## src/hdl/png_unf_pkg.sv

```systemverilog
// ----------------------------------------------------------------------------
// png_unf_pkg
// Shared types and codes of the PNG scanline unfilter: filter types,
// configuration register indexes and the control word of a sample item.
// ----------------------------------------------------------------------------
package png_unf_pkg;

	localparam int CFG_IDX_W  = 2;
	localparam int CFG_DATA_W = 16;

	localparam logic [CFG_IDX_W-1:0] CFG_BYTES_PER_PIXEL = 2'd0;
	localparam logic [CFG_IDX_W-1:0] CFG_WIDTH_PIXELS    = 2'd1;
	localparam logic [CFG_IDX_W-1:0] CFG_IMAGE_HEIGHT    = 2'd2;

	localparam logic [2:0] BPP_RESET    = 3'd4;
	localparam logic [12:0] WIDTH_RESET = 13'd1;
	localparam logic [15:0] HEIGHT_RESET = 16'd1;

	typedef enum logic [2:0] {
		FILT_NONE  = 3'd0,
		FILT_SUB   = 3'd1,
		FILT_UP    = 3'd2,
		FILT_AVG   = 3'd3,
		FILT_PAETH = 3'd4
	} filt_t;

	typedef struct packed {
		filt_t filt;
		logic  a_ok;
		logic  b_ok;
		logic  last_col;
		logic  last_row;
		logic  bad;
	} recon_ctl_t;

endpackage

```

## src/hdl/png_unf_cfg.sv

```systemverilog
// ----------------------------------------------------------------------------
// png_unf_cfg
// Configuration registers with range clamping; derives the row length.
// ----------------------------------------------------------------------------
module png_unf_cfg
	import png_unf_pkg::*;
#(
	parameter int MAX_WIDTH           = 4096,
	parameter int MAX_BYTES_PER_PIXEL = 4
) (
	input  logic                                          clk,
	input  logic                                          arst_n,
	input  logic                                          cfg_we,
	input  logic [CFG_IDX_W-1:0]                          cfg_index,
	input  logic [CFG_DATA_W-1:0]                         cfg_data,
	output logic [$clog2(MAX_BYTES_PER_PIXEL+1)-1:0]      bpp_eff,
	output logic [$clog2(MAX_WIDTH*MAX_BYTES_PER_PIXEL+1)-1:0] row_len,
	output logic [15:0]                                   hgt_eff
);

	localparam int BPW = $clog2(MAX_BYTES_PER_PIXEL + 1);
	localparam int WDW = $clog2(MAX_WIDTH + 1);
	localparam int CW  = $clog2(MAX_WIDTH * MAX_BYTES_PER_PIXEL + 1);
	localparam int BCW = (BPW > 3) ? BPW : 3;
	localparam int WCW = (WDW > 13) ? WDW : 13;
	localparam int PW  = BPW + WDW;

	logic [2:0]     bpp_q;
	logic [12:0]    width_q;
	logic [15:0]    height_q;
	logic [BCW-1:0] bpp_ext;
	logic [WCW-1:0] wid_ext;
	logic [WDW-1:0] wid_eff;
	logic [PW-1:0]  prod;

	always_ff @(posedge clk or negedge arst_n) begin
		if (!arst_n) begin
			bpp_q    <= BPP_RESET;
			width_q  <= WIDTH_RESET;
			height_q <= HEIGHT_RESET;
		end else if (cfg_we) begin
			if (cfg_index == CFG_BYTES_PER_PIXEL) bpp_q <= cfg_data[2:0];
			if (cfg_index == CFG_WIDTH_PIXELS) width_q <= cfg_data[12:0];
			if (cfg_index == CFG_IMAGE_HEIGHT) height_q <= cfg_data;
		end
	end

	always_comb begin
		bpp_ext = BCW'(bpp_q);
		wid_ext = WCW'(width_q);
		if (bpp_ext == '0) bpp_eff = BPW'(1);
		else if (bpp_ext > BCW'(MAX_BYTES_PER_PIXEL)) bpp_eff = BPW'(MAX_BYTES_PER_PIXEL);
		else bpp_eff = BPW'(bpp_ext);
		if (wid_ext == '0) wid_eff = WDW'(1);
		else if (wid_ext > WCW'(MAX_WIDTH)) wid_eff = WDW'(MAX_WIDTH);
		else wid_eff = WDW'(wid_ext);
		prod    = PW'(bpp_eff) * PW'(wid_eff);
		row_len = CW'(prod);
		hgt_eff = (height_q == 16'd0) ? 16'd1 : height_q;
	end

endmodule

```

## config.mk

```make
export PLATFORM = sky130hd
export DESIGN_NAME = png_unf_cfg
export DESIGN_NICKNAME = d
export VERILOG_FILES = /design/src/hdl/png_unf_pkg.sv /design/src/hdl/png_unf_cfg.sv
export SDC_FILE = /design/constraint.sdc
export NUM_CORES = 1
export LEC_CHECK = 0
export BUFFER_PORTS_ARGS = -buffer_cell sky130_fd_sc_hd__clkbuf_2
export CAP_MARGIN = 20
export CORE_AREA = 3 3 106 108
export CTS_CLUSTER_SIZE = 28
export DETAILED_ROUTE_END_ITERATION = 16
export DIE_AREA = 0 0 109 111
export PLACE_DENSITY = 0.48
export SYNTH_ARGS = -nofsm -noshare
export SYNTH_HDL_FRONTEND = slang
export SYNTH_SLANG_ARGS = --single-unit
```

## constraint.sdc

```tcl
create_clock -name clk -period 5 [get_ports clk]
set_clock_uncertainty 0.2 [all_clocks]
set_input_delay 0.25 -clock clk [delete_from_list [all_inputs] [get_ports clk]]
set_output_delay 0.25 -clock clk [all_outputs]
set_load 0.05 [all_outputs]
```

==> summary.txt <==
Status
  – Outcome: complete, no violations

Synthesis
  – Synth top area share: around 28%
  – FFs w/ async S/R, synth: 100%
  – Cell taking the most area after synthesis: dfrtp_1
  – Synth Area per Inst: between 9 and 10 um2
  – Synth warnings: 0
  – Number of flops mapped to enable cells by yosys: 0
  – Post-synthesis cell area: about 2600 um2
  – Sequential share of the synthesized area: a little under a third
  – FF+latch count, synth: 32
  – Post-Syn Nets: 317
  – Post-Syn Instances: between 200 and 300
  – Top cells by area, synth: dfrtp_1, mux2_2, fa_1
  – Top FF cell, synth: dfrtp_1
  – Yosys cell types: 45

Power
  – LEAKAGE: ~0.0015 uW
  – VDD IR max: 0.000240 V
  – Power density over the cells: 426 nW/um2

Floorplan
  – Row Count: 37
  – Chip Width: 109 um
  – Initial core utilization: 24.7%
  – Die H: around 110 um
  – Full die area: between 10000 and 15000 um2
  – Core footprint: 10300 um2
  – I/O pin count: 55

CTS
  – CTS tree: done
  – Clock transition at path regs: ~0.070 ns
  – H-tree depth reported by CTS: 2
  – CTS Buf Count: 5
  – Clk_lat worst skew: 0.27 ns
  – Post-CTS Setup Bufs: 0
  – CTS sink count: 32
  – Root buffer cell: clkbuf_8
  – Clock Tree Buf Depth: 2

Routing
  – Drt first pass iters: 4
  – 1st-iter DRT viols: 46
  – M1 WL: about 3.0 mm
  – Drt via density: between 4 and 5
  – Final ANT Viol Nets: 0
  – Final wirelength: just under 6 mm
  – DR top layer: met4
  – WL met3: around 340 um
  – Drt wl/cell: ~13 um
  – Met2 wire len: approximately 2.5 mm
  – Via count: 1982
  – Remaining DRCs: 0

Setup path
  – Largest fanout on the critical path: 9
  – CP arrival: roughly 4.2 ns
  – R2r setup slk: between 3 and 4 ns
  – Reg2reg path depth: 1
  – Worst r2r src: wid_ext[12]
  – Worst Path Required: about 4.6 ns
  – Critical Path Start Type: register
  – Crit path kind: reg -> out
  – Worst r2r dst: wid_ext[12]
  – Crit path capture type: output pin

Job
  – Max_cap viols: 0

Final layout
  – Commonest non-fill, non-tap cell in the layout: clkbuf_2
  – N_diodes: 0
  – Area growth syn-to-layout: 19.6%
  – Ratio of cells with drive above 1 in the final layout: 34.3%
  – Multi-input gate area: between 1500 and 2000 um2
  – Filler Cells Inserted: ~1100
  – Design Area, Final: between 3000 and 4000 um2
  – Register area: between 800 and 900 um2
  – # nets final: between 300 and 400
  – Commonest cells after routing, fill and taps aside: clkbuf_2, nand2_1, mux2_2

Place
  – Hpwl dp: approximately 4.7 mm
  – IO buf count: between 50 and 60
  – Placed cell area: just under 3000 um2
  – Pre-CTS setup slack: ~0.59 ns
  – Gpl congestion: 0.775

Global route
  – GR Util All Layers: between 10% and 20%
  – Pin count of the biggest net entering global routing: 33
  – Initial antenna violation count: 0
  – Vias in the first global route: 2024
  – First-pass GRT wire length: approximately 10 mm
  – Remaining global-route overflow: 0

Hold path
  – WHS Endpoint: height_q[9]
  – Hold Crit Depth: 2
  – HP Class: in -> reg
  – Hold wc startpoint: cfg_data[9]

STA
  – Pins Over Slew Limit: 0
  – Final setup fails: 0
  – RSZ-0062 raised after global routing: no
  – Final WS setup: approximately 0.37 ns
  – Worst-Margin Slew: 0.812 ns
  – Rel. slew slack: a little under half
  – Min Clock Period, post-route: 4.63 ns
  – Setup tns final: 0 ns
  – Max Fclk: 0.216 GHz
  – Final Hold Vio Count: 0
  – Fin crit share: between 90% and 100%
  – Min Hold Slack: approximately 0.024 ns
metrics by stage:
stage               total power (uW)  util (%)  instances
floorplan                        954         -        270
global placement                1100      28.2        439
detailed placement              1110      28.2        439
CTS                             1320      29.5        451
global route                    1400      29.6        451
finish                          1300      29.6        451
cells by family (layout without fill, tap and decap cells):
| group | after synthesis | after routing | share of synthesized area [%] |
|---|---|---|---|
| flip-flops | 32 | 32 | 31.5 |
| AO/OA/AOI/OAI | 36 | 36 | 10.4 |
| adder cells (fa/ha/maj) | 26 | 26 | 16.3 |
| XOR/XNOR | 8 | 8 | 3.04 |
| AND/OR/NAND/NOR | 85 | 85 | 16.9 |
| multiplexers | 31 | 31 | 13.7 |
| buffers and inverters | 52 | 97 | 8.19 |
cells in the mapped netlist (2+ instances only):
library cell and number:
a2111oi_1 2, a21o_1 3, a21oi_1 10, a21oi_2 2
and2_1 11, buf_2 5, buf_4 2, clkbuf_1 18
dfrtp_1 29, dfstp_2 3, fa_1 12, ha_1 14
inv_1 27, mux2_2 31, nand2_1 35, nand3_1 6
nand3b_1 2, nand4_1 2, nor2_1 3, nor2b_1 8
nor3_1 7, nor4_1 6, o21ai_0 4, o21ai_1 2
xnor2_1 4, xor2_1 3
flip-flops by register name (all words and copies together) (netlist names):
name / flops
wid_ext: 13
height_q: 16
bpp_ext: 3
worst max-delay path, stage by stage, from the launching register on:
cell and delay [ns]:
dfrtp_1 0.43, nor4_1 0.31, nand3_1 0.13, and2_1 0.20, nor2b_1 0.11, buf_4 0.16
and2_1 0.14, fa_1 0.41, ha_1 0.24, fa_1 0.44, a211oi_2 0.27, o21bai_2 0.13
a21oi_2 0.25, nor3_1 0.11, a311oi_2 0.27, clkbuf_2 0.31
cell type report:
cell class	instances	share of cell area, %
tap	136	5.57
timing repair buffer	62	11.1
inverter	27	3.32
clock buffer	6	2.70
multi-input combinational	186	50.6
clock inverter	2	0.328
sequential	32	26.4
where the power goes:
part	total [uW]	internal [uW]	switching [uW]
combinational	731	220	511
clock	204	110	94.5
sequential	366	312	53.9
total	1300	641	659
worst max path at each step:
| stage | from | to | slack, ns | cells past startpoint |
|---|---|---|---|---|
| floorplan | bpp_ext[1] | row_len[10] | 0.09 | 12 |
| global route | wid_ext[1] | row_len[10] | 0.02 | 15 |
| CTS | wid_ext[7] | row_len[10] | 0.28 | 15 |
| global placement | wid_ext[7] | row_len[10] | 0.67 | 15 |
| finish | wid_ext[7] | row_len[14] | 0.37 | 15 |
| detailed placement | wid_ext[7] | row_len[10] | 0.59 | 15 |
layer usage:
metal / track usage, % / vias up
met4: 1.52 / 0
met1: 14.8 / 931
met2: 15.0 / 52
li1: - / 995
met5: 0 / -
met3: 2.50 / 4
timing repair:
action | in CTS | in global routing
endpoints found under the hold margin | 32 | 0
setup endpoints to repair | 0 | 1
hold buffers | 4 | 0
resized for setup | 0 | 1
Power figures use the tool's default switching activity.
